$ cat src/rtl/lstm_pkg.sv
// ----------------------------------------------------------------------------
// Latency statistics monitor package
// Shared widths, constants and the per-cell data type.
// ----------------------------------------------------------------------------
`default_nettype none
package lstm_pkg;
   localparam int WorstNDefault = 8;
   localparam int ValW   = 24;
   localparam int TagW   = 32;
   localparam int CountW = 32;
   localparam int MeanW  = 40;
   localparam int M2W    = 64;
   localparam int VarW   = 48;
   localparam int IntW   = 16;
   localparam int RankW  = 3;

   localparam logic KIND_SAMPLE = 1'b0;
   localparam logic KIND_FLUSH  = 1'b1;

   typedef struct packed {
      logic            valid;
      logic [ValW-1:0] value;
      logic [TagW-1:0] tag;
   } entry_type;
endpackage
`default_nettype wire

$ cat src/rtl/lstm_req_if.sv
// ----------------------------------------------------------------------------
// Request channel
// Valid/ready channel carrying one sample or flush item.
// ----------------------------------------------------------------------------
`default_nettype none
interface lstm_req_if;
   logic                     valid;
   logic                     ready;
   logic                     kind;
   logic [lstm_pkg::ValW-1:0] sample_value;
   logic signed [lstm_pkg::TagW-1:0] frame_tag;
   modport source (output valid, kind, sample_value, frame_tag, input ready);
   modport sink   (input valid, kind, sample_value, frame_tag, output ready);
endinterface
`default_nettype wire

$ cat src/rtl/lstm_rsp_if.sv
// ----------------------------------------------------------------------------
// Response channel
// Valid/ready channel carrying one summary result item.
// ----------------------------------------------------------------------------
`default_nettype none
interface lstm_rsp_if;
   logic                        valid;
   logic                        ready;
   logic [lstm_pkg::CountW-1:0] sample_count;
   logic [lstm_pkg::ValW-1:0]   mean_value;
   logic [lstm_pkg::VarW-1:0]   variance_value;
   logic [lstm_pkg::ValW-1:0]   min_value;
   logic [lstm_pkg::ValW-1:0]   max_value;
   logic [lstm_pkg::RankW-1:0]  worst_rank;
   logic [lstm_pkg::ValW-1:0]   worst_value;
   logic signed [lstm_pkg::TagW-1:0] worst_frame;
   logic                        last;
   modport source (output valid, sample_count, mean_value, variance_value, min_value,
                   max_value, worst_rank, worst_value, worst_frame, last, input ready);
   modport sink   (input valid, sample_count, mean_value, variance_value, min_value,
                   max_value, worst_rank, worst_value, worst_frame, last, output ready);
endinterface
`default_nettype wire

$ cat src/rtl/lstm_csr_if.sv
// ----------------------------------------------------------------------------
// Configuration write channel
// Valid/ready channel carrying the report interval write data.
// ----------------------------------------------------------------------------
`default_nettype none
interface lstm_csr_if;
   logic                      valid;
   logic                      ready;
   logic [lstm_pkg::IntW-1:0] data;
   modport source (output valid, data, input ready);
   modport sink   (input valid, data, output ready);
endinterface
`default_nettype wire

$ cat src/rtl/lstm_cell.sv
// ----------------------------------------------------------------------------
// Worst-list cell
// One entry of the descending worst list. On insert, takes the new item or
// the left neighbour's entry; on shift, takes the left neighbour's entry.
// ----------------------------------------------------------------------------
`default_nettype none
module lstm_cell (
   input  wire                          clock,
   input  wire                          reset,
   input  wire                          insert,
   input  wire                          shift,
   input  wire [lstm_pkg::ValW-1:0]     new_value,
   input  wire [lstm_pkg::TagW-1:0]     new_tag,
   input  wire lstm_pkg::entry_type     left_entry,
   input  wire                          left_takes,
   output lstm_pkg::entry_type          entry,
   output logic                         takes
);
   lstm_pkg::entry_type entry_ff, entry_in;
   logic                 beats;

   // list is largest first; a new value goes after equal entries here
   assign beats = !entry_ff.valid || (new_value > entry_ff.value);
   assign takes = beats;

   always_comb begin
      entry_in = entry_ff;
      if (insert && beats) begin
         if (left_takes) begin
            entry_in = left_entry;
         end else begin
            entry_in.valid = 1'b1;
            entry_in.value = new_value;
            entry_in.tag   = new_tag;
         end
      end else if (shift) begin
         entry_in = left_entry;
      end
   end

   always_ff @(posedge clock) begin
      if (reset) begin
         entry_ff.valid <= 1'b0;
      end else begin
         entry_ff.valid <= entry_in.valid;
      end
      entry_ff.value <= entry_in.value;
      entry_ff.tag   <= entry_in.tag;
   end

   assign entry = entry_ff;
endmodule
`default_nettype wire

$ cat src/rtl/lstm_divider.sv
// ----------------------------------------------------------------------------
// Restoring divider
// Unsigned 64 by 32 bit division, one quotient bit per cycle.
// ----------------------------------------------------------------------------
`default_nettype none
module lstm_divider (
   input  wire         clock,
   input  wire         reset,
   input  wire         start,
   input  wire  [63:0] dividend,
   input  wire  [31:0] divisor,
   output logic        done,
   output logic [63:0] quotient,
   output logic [31:0] remainder
);
   logic [63:0] quo_ff, quo_in;
   logic [32:0] rem_ff, rem_in;
   logic [31:0] div_ff, div_in;
   logic [6:0]  cnt_ff, cnt_in;
   logic        busy_ff, busy_in;
   logic [32:0] trial;

   always_comb begin
      quo_in  = quo_ff;
      rem_in  = rem_ff;
      div_in  = div_ff;
      cnt_in  = cnt_ff;
      busy_in = busy_ff;
      trial   = {rem_ff[31:0], quo_ff[63]};
      if (start) begin
         quo_in  = dividend;
         rem_in  = '0;
         div_in  = divisor;
         cnt_in  = 7'd0;
         busy_in = 1'b1;
      end else if (busy_ff) begin
         quo_in = {quo_ff[62:0], 1'b0};
         if (trial >= {1'b0, div_ff}) begin
            rem_in    = trial - {1'b0, div_ff};
            quo_in[0] = 1'b1;
         end else begin
            rem_in = trial;
         end
         cnt_in = cnt_ff + 7'd1;
         if (cnt_ff == 7'd63) busy_in = 1'b0;
      end
   end

   always_ff @(posedge clock) begin
      if (reset) begin
         busy_ff <= 1'b0;
         cnt_ff  <= '0;
      end else begin
         busy_ff <= busy_in;
         cnt_ff  <= cnt_in;
      end
      quo_ff <= quo_in;
      rem_ff <= rem_in;
      div_ff <= div_in;
   end

   assign done      = busy_ff && !busy_in && !start;
   assign quotient  = quo_in;
   assign remainder = rem_in[31:0];
endmodule
`default_nettype wire

$ cat src/rtl/latency_stats_topk_monitor.sv
// A sample item is worked on after acceptance in S_MEAN (start the shared 64-step
//   divider for the mean step), S_M2 (divide), S_MUL (the M2 product) and S_ACC
//   (accumulate), so a new sample is taken only after the block is back in S_IDLE.
// A summary run adds the variance division (skipped when n < 2), then emits one result
//   item at a time while the sink is ready. A nonzero interval write runs a division.
// Reset clears all statistics and the worst list valid bits; interval is zero.
// ----------------------------------------------------------------------------
// Latency statistics monitor top level
// Welford mean/M2, min/max and a worst-N list held in a chain of cells.
// ----------------------------------------------------------------------------
`default_nettype none
module latency_stats_topk_monitor #(
   parameter int WORST_N = lstm_pkg::WorstNDefault
) (
   input wire         clock,
   input wire         reset,
   lstm_req_if.sink   req,
   lstm_rsp_if.source rsp,
   lstm_csr_if.sink   csr
);
   localparam int IdxW = (WORST_N > 1) ? $clog2(WORST_N) : 1;
   localparam int FillW = $clog2(WORST_N + 1);

   typedef enum logic [3:0] {
      S_IDLE, S_CFG, S_MOD, S_MEAN, S_M2, S_MUL, S_ACC, S_VAR, S_EMIT
   } state_type;

   state_type state_ff;

   logic [lstm_pkg::IntW-1:0]   interval_ff;
   logic [lstm_pkg::CountW-1:0] count_ff;
   logic [lstm_pkg::MeanW-1:0]  mean_ff;
   logic [lstm_pkg::M2W-1:0]    m2_ff;
   logic [lstm_pkg::ValW-1:0]   min_ff, max_ff, v_ff;
   logic [lstm_pkg::TagW-1:0]   tag_ff;
   logic [FillW-1:0]            fill_ff;
   logic                        reported_ff, pos_ff;
   logic [lstm_pkg::MeanW-1:0]  mag_ff, mag2_ff;
   logic [IdxW-1:0]             rank_ff;
   logic [lstm_pkg::VarW-1:0]   var_ff;
   logic [lstm_pkg::IntW-1:0]   rcnt_ff;
   logic [79:0]                 prod_ff;
   logic [1:0]                  mcnt_ff;

   logic        div_start, div_done;
   logic [63:0] div_a, div_q;
   logic [31:0] div_b, div_r;

   logic        accept, do_insert;
   logic [39:0] x, step, new_mean, mag2;
   logic [19:0] mul_a, mul_b;
   logic [39:0] pp;
   logic [79:0] pp_shift;
   logic [64:0] m2_sum;
   logic [lstm_pkg::CountW-1:0] n_next;
   logic [lstm_pkg::IntW-1:0] rcnt_next;
   logic        fire;

   lstm_pkg::entry_type entries [WORST_N];
   lstm_pkg::entry_type lefts   [WORST_N];
   logic                takes   [WORST_N];
   logic                ltakes  [WORST_N];

   assign csr.ready = (state_ff == S_IDLE);
   assign req.ready = (state_ff == S_IDLE) && !csr.valid;
   assign accept    = req.valid && req.ready;

   assign do_insert = (state_ff == S_M2) && div_done;

   for (genvar i = 0; i < WORST_N; i++) begin : g_cell
      if (i == 0) begin : g_head
         assign lefts[i]  = '0;
         assign ltakes[i] = 1'b0;
      end else begin : g_body
         assign lefts[i]  = entries[i-1];
         assign ltakes[i] = takes[i-1];
      end
      lstm_cell u_cell (
         .clock      (clock),
         .reset      (reset),
         .insert     (do_insert),
         .shift      (1'b0),
         .new_value  (v_ff),
         .new_tag    (tag_ff),
         .left_entry (lefts[i]),
         .left_takes (ltakes[i]),
         .entry      (entries[i]),
         .takes      (takes[i])
      );
   end

   assign x        = {v_ff, 16'd0};
   assign n_next   = (count_ff == '1) ? count_ff : count_ff + 32'd1;
   assign step     = div_q[39:0];
   assign new_mean = pos_ff ? mean_ff + step : mean_ff - step;
   assign mag2     = (x >= new_mean) ? x - new_mean : new_mean - x;
   assign mul_a    = mcnt_ff[1] ? mag_ff[39:20] : mag_ff[19:0];
   assign mul_b    = mcnt_ff[0] ? mag2_ff[39:20] : mag2_ff[19:0];
   assign pp       = mul_a * mul_b;
   assign m2_sum   = {1'b0, m2_ff} + {1'b0, prod_ff[79:16]};
   assign rcnt_next = (count_ff == '1) ? rcnt_ff :
                      (rcnt_ff + 16'd1 == interval_ff) ? 16'd0 : rcnt_ff + 16'd1;
   assign fire     = (interval_ff != '0) && (rcnt_next == '0);

   always_comb begin
      unique case (mcnt_ff)
         2'd0:       pp_shift = {40'd0, pp};
         2'd1, 2'd2: pp_shift = {20'd0, pp, 20'd0};
         2'd3:       pp_shift = {pp, 40'd0};
      endcase
   end

   always_comb begin
      div_start = 1'b0;
      div_a     = '0;
      div_b     = '0;
      if (state_ff == S_MEAN) begin
         div_start = 1'b1;
         div_a     = {24'd0, mag_ff} + {33'd0, n_next[31:1]};
         div_b     = n_next;
      end else if (state_ff == S_CFG) begin
         div_start = 1'b1;
         div_a     = {32'd0, count_ff};
         div_b     = {16'd0, interval_ff};
      end else if (state_ff == S_VAR && rank_ff == '0 && !pos_ff) begin
         div_start = 1'b1;
         div_a     = m2_ff;
         div_b     = count_ff - 32'd1;
      end
   end

   lstm_divider u_div (
      .clock     (clock),
      .reset     (reset),
      .start     (div_start),
      .dividend  (div_a),
      .divisor   (div_b),
      .done      (div_done),
      .quotient  (div_q),
      .remainder (div_r)
   );

   logic [48:0] var_round;
   assign var_round = {1'b0, div_q[63:16]} + {48'd0, div_q[15]};

   logic [IdxW-1:0] sel;
   assign sel = rank_ff;

   always_ff @(posedge clock) begin
      if (reset) begin
         state_ff    <= S_IDLE;
         interval_ff <= '0;
         count_ff    <= '0;
         mean_ff     <= '0;
         m2_ff       <= '0;
         min_ff      <= '0;
         max_ff      <= '0;
         fill_ff     <= '0;
         reported_ff <= 1'b0;
         rcnt_ff     <= '0;
         rsp.valid   <= 1'b0;
      end else begin
         unique case (state_ff)
            S_IDLE: begin
               if (csr.valid) begin
                  interval_ff <= csr.data;
                  rcnt_ff     <= '0;
                  if (csr.data != '0) state_ff <= S_CFG;
               end else if (accept) begin
                  v_ff   <= req.sample_value;
                  tag_ff <= req.frame_tag;
                  rank_ff <= '0;
                  pos_ff <= 1'b0;
                  if (req.kind == lstm_pkg::KIND_FLUSH) begin
                     if (count_ff != '0 && !reported_ff && fill_ff != '0)
                        state_ff <= S_VAR;
                     reported_ff <= 1'b1;
                  end else begin
                     pos_ff   <= ({req.sample_value, 16'd0} >= mean_ff);
                     mag_ff   <= ({req.sample_value, 16'd0} >= mean_ff) ?
                                 {req.sample_value, 16'd0} - mean_ff :
                                 mean_ff - {req.sample_value, 16'd0};
                     state_ff <= S_MEAN;
                  end
               end
            end
            S_CFG: state_ff <= S_MOD;
            S_MOD: begin
               if (div_done) begin
                  rcnt_ff  <= lstm_pkg::IntW'(div_r);
                  state_ff <= S_IDLE;
               end
            end
            S_MEAN: state_ff <= S_M2;
            S_M2: begin
               if (div_done) begin
                  count_ff <= n_next;
                  mean_ff  <= new_mean;
                  mag2_ff  <= mag2;
                  prod_ff  <= '0;
                  mcnt_ff  <= '0;
                  if (count_ff == '0) begin
                     min_ff <= v_ff;
                     max_ff <= v_ff;
                  end else begin
                     if (v_ff < min_ff) min_ff <= v_ff;
                     if (v_ff > max_ff) max_ff <= v_ff;
                  end
                  if (fill_ff != FillW'(WORST_N)) fill_ff <= fill_ff + FillW'(1);
                  rcnt_ff     <= rcnt_next;
                  reported_ff <= fire;
                  state_ff    <= S_MUL;
               end
            end
            S_MUL: begin
               prod_ff <= prod_ff + pp_shift;
               mcnt_ff <= mcnt_ff + 2'd1;
               if (mcnt_ff == 2'd3) state_ff <= S_ACC;
            end
            S_ACC: begin
               m2_ff    <= m2_sum[64] ? '1 : m2_sum[63:0];
               pos_ff   <= 1'b0;
               state_ff <= reported_ff ? S_VAR : S_IDLE;
            end
            S_VAR: begin
               if (count_ff < 32'd2) begin
                  var_ff   <= '0;
                  state_ff <= S_EMIT;
               end else begin
                  pos_ff <= 1'b1;
                  if (div_done) begin
                     var_ff   <= var_round[48] ? '1 : var_round[47:0];
                     state_ff <= S_EMIT;
                  end
               end
            end
            S_EMIT: begin
               if (!rsp.valid) begin
                  rsp.valid          <= 1'b1;
                  rsp.sample_count   <= count_ff;
                  rsp.mean_value     <= (mean_ff[39:16] == '1 && mean_ff[15]) ? '1 :
                                        mean_ff[39:16] + {23'd0, mean_ff[15]};
                  rsp.variance_value <= var_ff;
                  rsp.min_value      <= min_ff;
                  rsp.max_value      <= max_ff;
                  rsp.worst_rank     <= lstm_pkg::RankW'(rank_ff);
                  rsp.worst_value    <= entries[sel].value;
                  rsp.worst_frame    <= entries[sel].tag;
                  rsp.last           <= (FillW'(rank_ff) + FillW'(1) == fill_ff);
               end else if (rsp.ready) begin
                  rsp.valid <= 1'b0;
                  if (rsp.last) begin
                     pos_ff   <= 1'b0;
                     state_ff <= S_IDLE;
                  end else begin
                     rank_ff <= rank_ff + IdxW'(1);
                  end
               end
            end
            default: state_ff <= S_IDLE;
         endcase
      end
   end
endmodule
`default_nettype wire
$ cat src/flat_wrapper.sv
// flat-port wrapper written by rule: the top's interface ports become plain ports
module latency_stats_topk_monitor_flat 
#(
   parameter int WORST_N = lstm_pkg::WorstNDefault
)
  (clock, reset, req_valid, req_kind, req_sample_value, req_frame_tag, req_ready, rsp_valid, rsp_sample_count, rsp_mean_value, rsp_variance_value, rsp_min_value, rsp_max_value, rsp_worst_rank, rsp_worst_value, rsp_worst_frame, rsp_last, rsp_ready, csr_valid, csr_data, csr_ready);
  lstm_req_if req_i ();
  lstm_rsp_if rsp_i ();
  lstm_csr_if csr_i ();
  input wire clock;
  input wire reset;
  input wire logic [$bits(req_i.valid)-1:0] req_valid;
  input wire logic [$bits(req_i.kind)-1:0] req_kind;
  input wire logic [$bits(req_i.sample_value)-1:0] req_sample_value;
  input wire logic [$bits(req_i.frame_tag)-1:0] req_frame_tag;
  output wire logic [$bits(req_i.ready)-1:0] req_ready;
  output wire logic [$bits(rsp_i.valid)-1:0] rsp_valid;
  output wire logic [$bits(rsp_i.sample_count)-1:0] rsp_sample_count;
  output wire logic [$bits(rsp_i.mean_value)-1:0] rsp_mean_value;
  output wire logic [$bits(rsp_i.variance_value)-1:0] rsp_variance_value;
  output wire logic [$bits(rsp_i.min_value)-1:0] rsp_min_value;
  output wire logic [$bits(rsp_i.max_value)-1:0] rsp_max_value;
  output wire logic [$bits(rsp_i.worst_rank)-1:0] rsp_worst_rank;
  output wire logic [$bits(rsp_i.worst_value)-1:0] rsp_worst_value;
  output wire logic [$bits(rsp_i.worst_frame)-1:0] rsp_worst_frame;
  output wire logic [$bits(rsp_i.last)-1:0] rsp_last;
  input wire logic [$bits(rsp_i.ready)-1:0] rsp_ready;
  input wire logic [$bits(csr_i.valid)-1:0] csr_valid;
  input wire logic [$bits(csr_i.data)-1:0] csr_data;
  output wire logic [$bits(csr_i.ready)-1:0] csr_ready;
  assign req_i.valid = req_valid;
  assign req_i.kind = req_kind;
  assign req_i.sample_value = req_sample_value;
  assign req_i.frame_tag = req_frame_tag;
  assign req_ready = req_i.ready;
  assign rsp_valid = rsp_i.valid;
  assign rsp_sample_count = rsp_i.sample_count;
  assign rsp_mean_value = rsp_i.mean_value;
  assign rsp_variance_value = rsp_i.variance_value;
  assign rsp_min_value = rsp_i.min_value;
  assign rsp_max_value = rsp_i.max_value;
  assign rsp_worst_rank = rsp_i.worst_rank;
  assign rsp_worst_value = rsp_i.worst_value;
  assign rsp_worst_frame = rsp_i.worst_frame;
  assign rsp_last = rsp_i.last;
  assign rsp_i.ready = rsp_ready;
  assign csr_i.valid = csr_valid;
  assign csr_i.data = csr_data;
  assign csr_ready = csr_i.ready;
  latency_stats_topk_monitor #(.WORST_N(WORST_N)) u_core (.clock(clock), .reset(reset), .req(req_i), .rsp(rsp_i), .csr(csr_i));
endmodule
$ cat config.mk
export PLATFORM = sky130hd
export DESIGN_NAME = latency_stats_topk_monitor_flat
export DESIGN_NICKNAME = d
export VERILOG_FILES = /design/src/rtl/lstm_pkg.sv /design/src/rtl/lstm_req_if.sv /design/src/rtl/lstm_rsp_if.sv /design/src/rtl/lstm_csr_if.sv /design/src/rtl/lstm_cell.sv /design/src/rtl/lstm_divider.sv /design/src/rtl/latency_stats_topk_monitor.sv /design/src/flat_wrapper.sv
export SDC_FILE = /design/constraint.sdc
export NUM_CORES = 2
export LEC_CHECK = 0
export BUFFER_PORTS_ARGS = -buffer_cell sky130_fd_sc_hd__buf_2
export CAP_MARGIN = 15
export CORE_MARGIN = 1
export CORE_UTILIZATION = 50
export DETAILED_ROUTE_END_ITERATION = 8
export HOLD_SLACK_MARGIN = 0.05
export PLACE_DENSITY = 0.73
export SYNTH_ARGS = -nofsm -noshare
export SYNTH_HDL_FRONTEND = slang
export SYNTH_SLANG_ARGS = --single-unit
$ cat constraint.sdc
create_clock -name clock -period 24 [get_ports clock]
set_clock_uncertainty 0.1 [all_clocks]
set_input_delay 1.2 -clock clock [delete_from_list [all_inputs] [get_ports clock]]
set_output_delay 1.2 -clock clock [all_outputs]
set_load 0.01 [all_outputs]
After elaboration in Yosys (flattened, before gate mapping)
Index checks and enable logic that the tools add are counted.

cells by class
  add/subtract/negate cells = 20
  multipliers = 1
  $lt $le $gt $ge = 15
  equality and inequality tests = 33
  muxes and demuxes = 88
  bitwise logic cells = 5
  reduce and logical (&&, ||, !) cells = 75

operator list
  cell                                            number
  57-bit 2-to-1 mux                               7
  64-bit 2-to-1 mux                               6
  80-bit one-hot mux with 3 select lines          1
  24-bit > comparator                             9
  40-bit subtractor                               5
  57-bit binary-select mux with 3-bit select      1
  32-bit 2-to-1 mux                               5
  80-bit one-hot mux with 2 select lines          1
  40-bit 2-to-1 mux                               3
  16-bit 2-to-1 mux                               7
  56-bit 2-to-1 mux                               2
  24-bit 2-to-1 mux                               4
  48-bit 2-to-1 mux                               2
  80-bit adder                                    1
  40-bit >= comparator                            2
  80-bit 2-to-1 mux                               1
  64-bit by 64-bit adder with 65-bit output       1
  4-bit 2-to-1 mux                                13
  48-bit by 1-bit adder with 49-bit output        1
  16-bit one-hot mux with 3 select lines          1
  40-bit by 31-bit adder with 41-bit output       1
  40-bit adder                                    1
  20-bit by 20-bit multiplier with 40-bit output  1
  20-bit 2-to-1 mux                               2
  other kinds (61)                                159

storage, ports and cells
  register bits after elaboration = 1300
  input port bits = 78
  output and inout port bits = 215
  word-level logic and storage cells = 296

Longest topological paths before layout
  depth after elaboration = 13
  mapped depth = 51
  depth with buffers taken out = 46

Modules after synthesis
A second synthesis with hierarchy kept.

unflattened totals
  cell total of the unflattened synthesis = 9744
  area, all modules = 98552.0 um^2

modules (own cells, without submodules)
  module                      instances  cells an instance  area an instance (um^2)  sequential area each (um^2)
  latency_stats_topk_monitor  1          7181               65273.9                  18998.2
  lstm_cell                   8          222                3258.1                   1701.6
  lstm_divider                1          787                7213.2                   3042.9

Worst setup path after synthesis
OpenSTA, ideal clock, no wires.

  kind = input to register
  start point = input port reset
  end point = register u_core.rsp.last, enable pin
  library setup time = 1.043 ns
  arrival time = 16.012 ns
  required time = 22.857 ns
  slack = 6.844 ns
  stages = 3
  buffers on the path = 2
  cell sequence = clkbuf_1 clkbuf_1 nor3_1

on the way
  cells in the longest elaborated chain, start to end = 2

ends and longest elaborated chain
  element                        line                               RTL
  start, declared                flat_wrapper.sv:11                 input wire reset;
  1-bit NOT (no line)            -
  3-bit AND reduction (no line)  -
  end signal, assigned           latency_stats_topk_monitor.sv:249  rsp.last <= (FillW'(rank_ff) + FillW'(1) == fill_ff);
  end, declared                  lstm_rsp_if.sv:19                  max_value, worst_rank, worst_value, worst_frame, last, input ready);

No other way between the ends.
A chain may end at the register's enable or synchronous reset.

Worst setup path after layout
  start point = register u_core.count_ff[18] (netlist bit)
  end point = register u_core.mag2_ff[29] (netlist bit), data pin

on the way
  cells in the longest elaborated chain, start to end = 9
  elaborated cells on any way between the ends = 14
  classes of those cells = add/sub: 6; order compare: 1; eq/ne: 1; mux: 6

ends and longest elaborated chain
  element                                                    line                               RTL
  start, declared                                            latency_stats_topk_monitor.sv:31   logic [lstm_pkg::CountW-1:0] count_ff;
  start signal, assigned                                     latency_stats_topk_monitor.sv:197  count_ff <= n_next;
  32-bit == test *                                           latency_stats_topk_monitor.sv:93   assign n_next = (count_ff == '1) ? count_ff : count_ff + 32'd1;
  32-bit 2-to-1 mux *                                        latency_stats_topk_monitor.sv:93
  named net u_core.n_next, one bit                           latency_stats_topk_monitor.sv:55   logic [lstm_pkg::CountW-1:0] n_next;
  40-bit by 31-bit adder with 41-bit output *                latency_stats_topk_monitor.sv:119  div_a = {24'd0, mag_ff} + {33'd0, n_next[31:1]};
  64-bit 2-to-1 mux *                                        latency_stats_topk_monitor.sv:117  if (state_ff == S_MEAN) begin
  64-bit 2-to-1 mux *                                        lstm_divider.sv:30                 if (start) begin
  named net u_core.div_q[29]                                 latency_stats_topk_monitor.sv:46   logic [63:0] div_a, div_q;
  40-bit subtractor or 40-bit adder (tied branches)          latency_stats_topk_monitor.sv:95   assign new_mean = pos_ff ? mean_ff + step : mean_ff - step;
  40-bit 2-to-1 mux *                                        latency_stats_topk_monitor.sv:95
  40-bit subtractor or 40-bit >= comparator (tied branches)  latency_stats_topk_monitor.sv:96   assign mag2 = (x >= new_mean) ? x - new_mean : new_mean - x;
  40-bit 2-to-1 mux *                                        latency_stats_topk_monitor.sv:96
  named net u_core.mag2[29]                                  latency_stats_topk_monitor.sv:50   logic [39:0] x, step, new_mean, mag2;
  end signal, assigned                                       latency_stats_topk_monitor.sv:199  mag2_ff <= mag2;
  end, declared                                              latency_stats_topk_monitor.sv:38   logic [lstm_pkg::MeanW-1:0] mag_ff, mag2_ff;

The timed path passes the listed nets; every way through them passes the cells marked *.

==> impl_metrics.env <==
export IMPL_postCtsHoldBufs=0
export IMPL_grt_overflow_total=0
export IMPL_swShare_pct=49.3
export IMPL_clk_latency_ps=850
export IMPL_clk_path_buf_depth=3
export IMPL_synth_common_cells="edfxtp_1, nand2_1, inv_1"
export IMPL_top_layer_used="met5"
export IMPL_cpPeakStageDelay_ps=760
export IMPL_cp_data_required_time_ps=24480
export IMPL_area_growth_pct=9.59
export IMPL_finalHoldViolCount=0
export IMPL_critPathKind="flop to flop"
export IMPL_synth_seq_area_share_pct=37.3
export IMPL_ant_nets=0
export IMPL_io_buffers=292
export IMPL_dp_slack_ps=10730
export IMPL_worstSetupEndpointType="flop"
export IMPL_synth_area_leader_cell="edfxtp_1"
export IMPL_wl_met2_mm=152
export IMPL_grt_pass1_wl_mm=490
export IMPL_async_reset_ff_share_pct=0
export IMPL_drt_pre_antenna_iters=8
export IMPL_setup_violations=0
export IMPL_finalCriticalPeriod_ps=13150
export IMPL_synth_seq_cells=1300
export IMPL_hp_class="flop to flop"
export IMPL_setup_tns_ps=0
export IMPL_yosysUniqueCellTypes=116
export IMPL_clkTransAtPathRegs_ps=60
export IMPL_p_leak_nw=44.1
export IMPL_cellPowerDensity_nw_per_um2=134
export IMPL_fp_dieW_um=439
export IMPL_cp_slowest_cell="nand3_1"
export IMPL_slew_violations=0
export IMPL_finalCritPeriodShare_pct=54.8
export IMPL_clkSinkCount=1300
export IMPL_placementRows=160
export IMPL_vias=77458
export IMPL_ys_flop_type="edfxtp_1"
export IMPL_fp_dieH_um=439
export IMPL_wl_met3_mm=24.9
export IMPL_grt_max_degree=76
export IMPL_peakVddDrop_mv=0.271
export IMPL_syn_inst=9704
export IMPL_start_kind="flop"
export IMPL_cap_violations=0
export IMPL_worst_slew_margin_rel_pct=15.0
export IMPL_synth_avg_cell_area_um2=9.86
export IMPL_cts_setup_buffers=0
export IMPL_seq_power_share_pct=19.5
export IMPL_timing_fmax_ghz=0.0760
export IMPL_grt_setup_unrepaired="false"
export IMPL_nets=10971
export IMPL_crit_arrival_ps=13630
export IMPL_antenna_found_initial=19
export IMPL_cts_resized=0
export IMPL_worst_pin_slew_ps=1270
export IMPL_via_per_inst=6.21
export IMPL_drc_errors=0
export IMPL_synth_edf_count=962
export IMPL_coreArea_um2=190000
export IMPL_post_synth_top_count_cell="edfxtp_1"
export IMPL_ys_warn_count=0
export IMPL_fillerInstances=16571
export IMPL_intPower_mw=7.12
export IMPL_drive_above_1_share_pct=12.6
export IMPL_root_buffer="clkbuf_16"
export IMPL_cp_max_fo=24
export IMPL_initial_core_util_pct=50.3
export IMPL_gp_congestion=1.01
export IMPL_p_clk_share_pct=17.0
export IMPL_status="complete, no violations"
export IMPL_synth_nets=10852
export IMPL_cts_max_level=4
export IMPL_wl_met1_mm=132
export IMPL_ys_top_cells_by_area="edfxtp_1, ha_1, dfxtp_1"
export IMPL_dp_hpwl_mm=250
export IMPL_layout_setup_ws_ps=10850
export IMPL_drt_total_wl_mm=332
export IMPL_grt_pass1_vias=75768
export IMPL_die_area_um2=193000
export IMPL_cts_tree="yes"
export IMPL_wl_per_cell_um=26.6
export IMPL_yosysTopAreaCellShare_pct=30.2
export IMPL_syn_area_um2=95700
export IMPL_io_pin_count=293
export IMPL_grt_total_usage_pct=33.9
export IMPL_switchingPower_mw=6.92
export IMPL_combPwrFrac_pct=63.5
export IMPL_drt_iter0_markers=7907
export IMPL_numCtsBuffers=151
export IMPL_holdWs_ps=318
## sequential cells by signal (all words and copies together) (netlist names), 40 cells and up
register / flops
u_core.u_div.quo_ff: 64
u_core.var_ff: 48
u_core.rsp.variance_value: 48
u_core.mag_ff: 40
u_core.mean_ff: 40
u_core.mag2_ff: 40
u_core.g_cell.u_cell.entry: 456
u_core.prod_ff: 80
u_core.m2_ff: 64
## path summary, 6_finish.rpt
| check | depth (start not counted) | start | slack, ps | to |
|---|---|---|---|---|
| setup / recovery | 43 | u_core.count_ff[18] | 10850 | u_core.mag2_ff[29] |
| hold / removal | 0 | u_core.var_ff[4] | 320 | u_core.rsp.variance_value[4] |
| setup reg to reg | 43 | u_core.count_ff[18] | 10850 | u_core.mag2_ff[29] |
| hold reg to reg | 0 | u_core.var_ff[4] | 320 | u_core.rsp.variance_value[4] |
## logic make-up (layout without fill, tap and decap cells)
group | after synthesis | after routing | synth area share, %
fa+ha+maj | 1070 | 1070 | 16.6
simple gates | 2636 | 2636 | 12.8
buf+inv | 1324 | 1572 | 5.36
other cells | 0 | 11 | 0
flops | 1300 | 1300 | 37.3
mux | 701 | 701 | 9.23
xor+xnor | 504 | 504 | 4.64
compound gates | 2169 | 2169 | 14.1
## routing by layer
layer	vias to the layer above	GRT usage, %
li1	34873	-
met1	38201	42.7
met2	3544	54.2
met3	834	5.95
met4	6	20.4
met5	-	0
## stage by stage
step	instance area [µm²]	utilization (%)	std cells	total power, mW
2_1_floorplan	95700	-	9704	8.71
3_3_place_gp	99700	52.4	12177	11.4
3_5_place_dp	99700	52.4	12178	11.4
4_1_cts	105000	55.1	12460	13.8
5_1_grt	105000	55.1	12468	14.8
6_report	105000	55.1	12474	14.0
## cell usage in the layout (no fill, tap or decap), drive strengths merged, types with 24 or more instances in the layout
cell type  instances
a21oi            740
fa               327
a21o             246
ha               743
clkinv            71
nand3            178
o21a              68
inv              853
xor2             195
buf              437
o31ai             46
mux2i            265
nor4              71
xnor2            307
clkbuf           195
and3              78
nand2b            96
dfxtp            338
nor2b             89
o21ai            550
o211ai            24
nor2             746
or3               48
nand4             99
a211oi            78
mux4             113
a221oi            32
o22ai             34
a31oi             50
nor3             162
edfxtp           962
nand2            892
o21bai            62
mux2             323
or2               27
and2              62
## worst max-delay path: cells and delay by family, from the launching register on
kind            cells  cell delay [ps]
mux                 1              190
buf+inv             1              310
flops               1              660
compound gates     12             2990
simple gates       22             6580
xor+xnor            4              900
fa+ha+maj           3             1110
## area by class of cell
class                           instances  area [µm²]  share of cell area, %
Multi-Input combinational cell       7080       55200                   52.6
Sequential cell                      1300       35700                   34.0
Clock buffer                          194        4080                   3.89
Inverter                              852        3200                   3.05
Tap cell                             2511        3140                   3.00
Timing Repair Buffer                  438        2560                   2.44
Clock inverter                         88        1050                   1.00
Antenna cell                           11        27.5                 0.0262
## power groups by stage
stage	Sequential (mW)	Combinational, mW	Clock (mW)
2_1_floorplan	2.72	5.99	0
3_3_place_gp	2.77	8.62	0
3_5_place_dp	2.78	8.63	0
4_1_cts	2.73	8.70	2.41
5_1_grt	2.74	9.55	2.50
6_report	2.73	8.92	2.39
(Power assumes the default switching activity.)
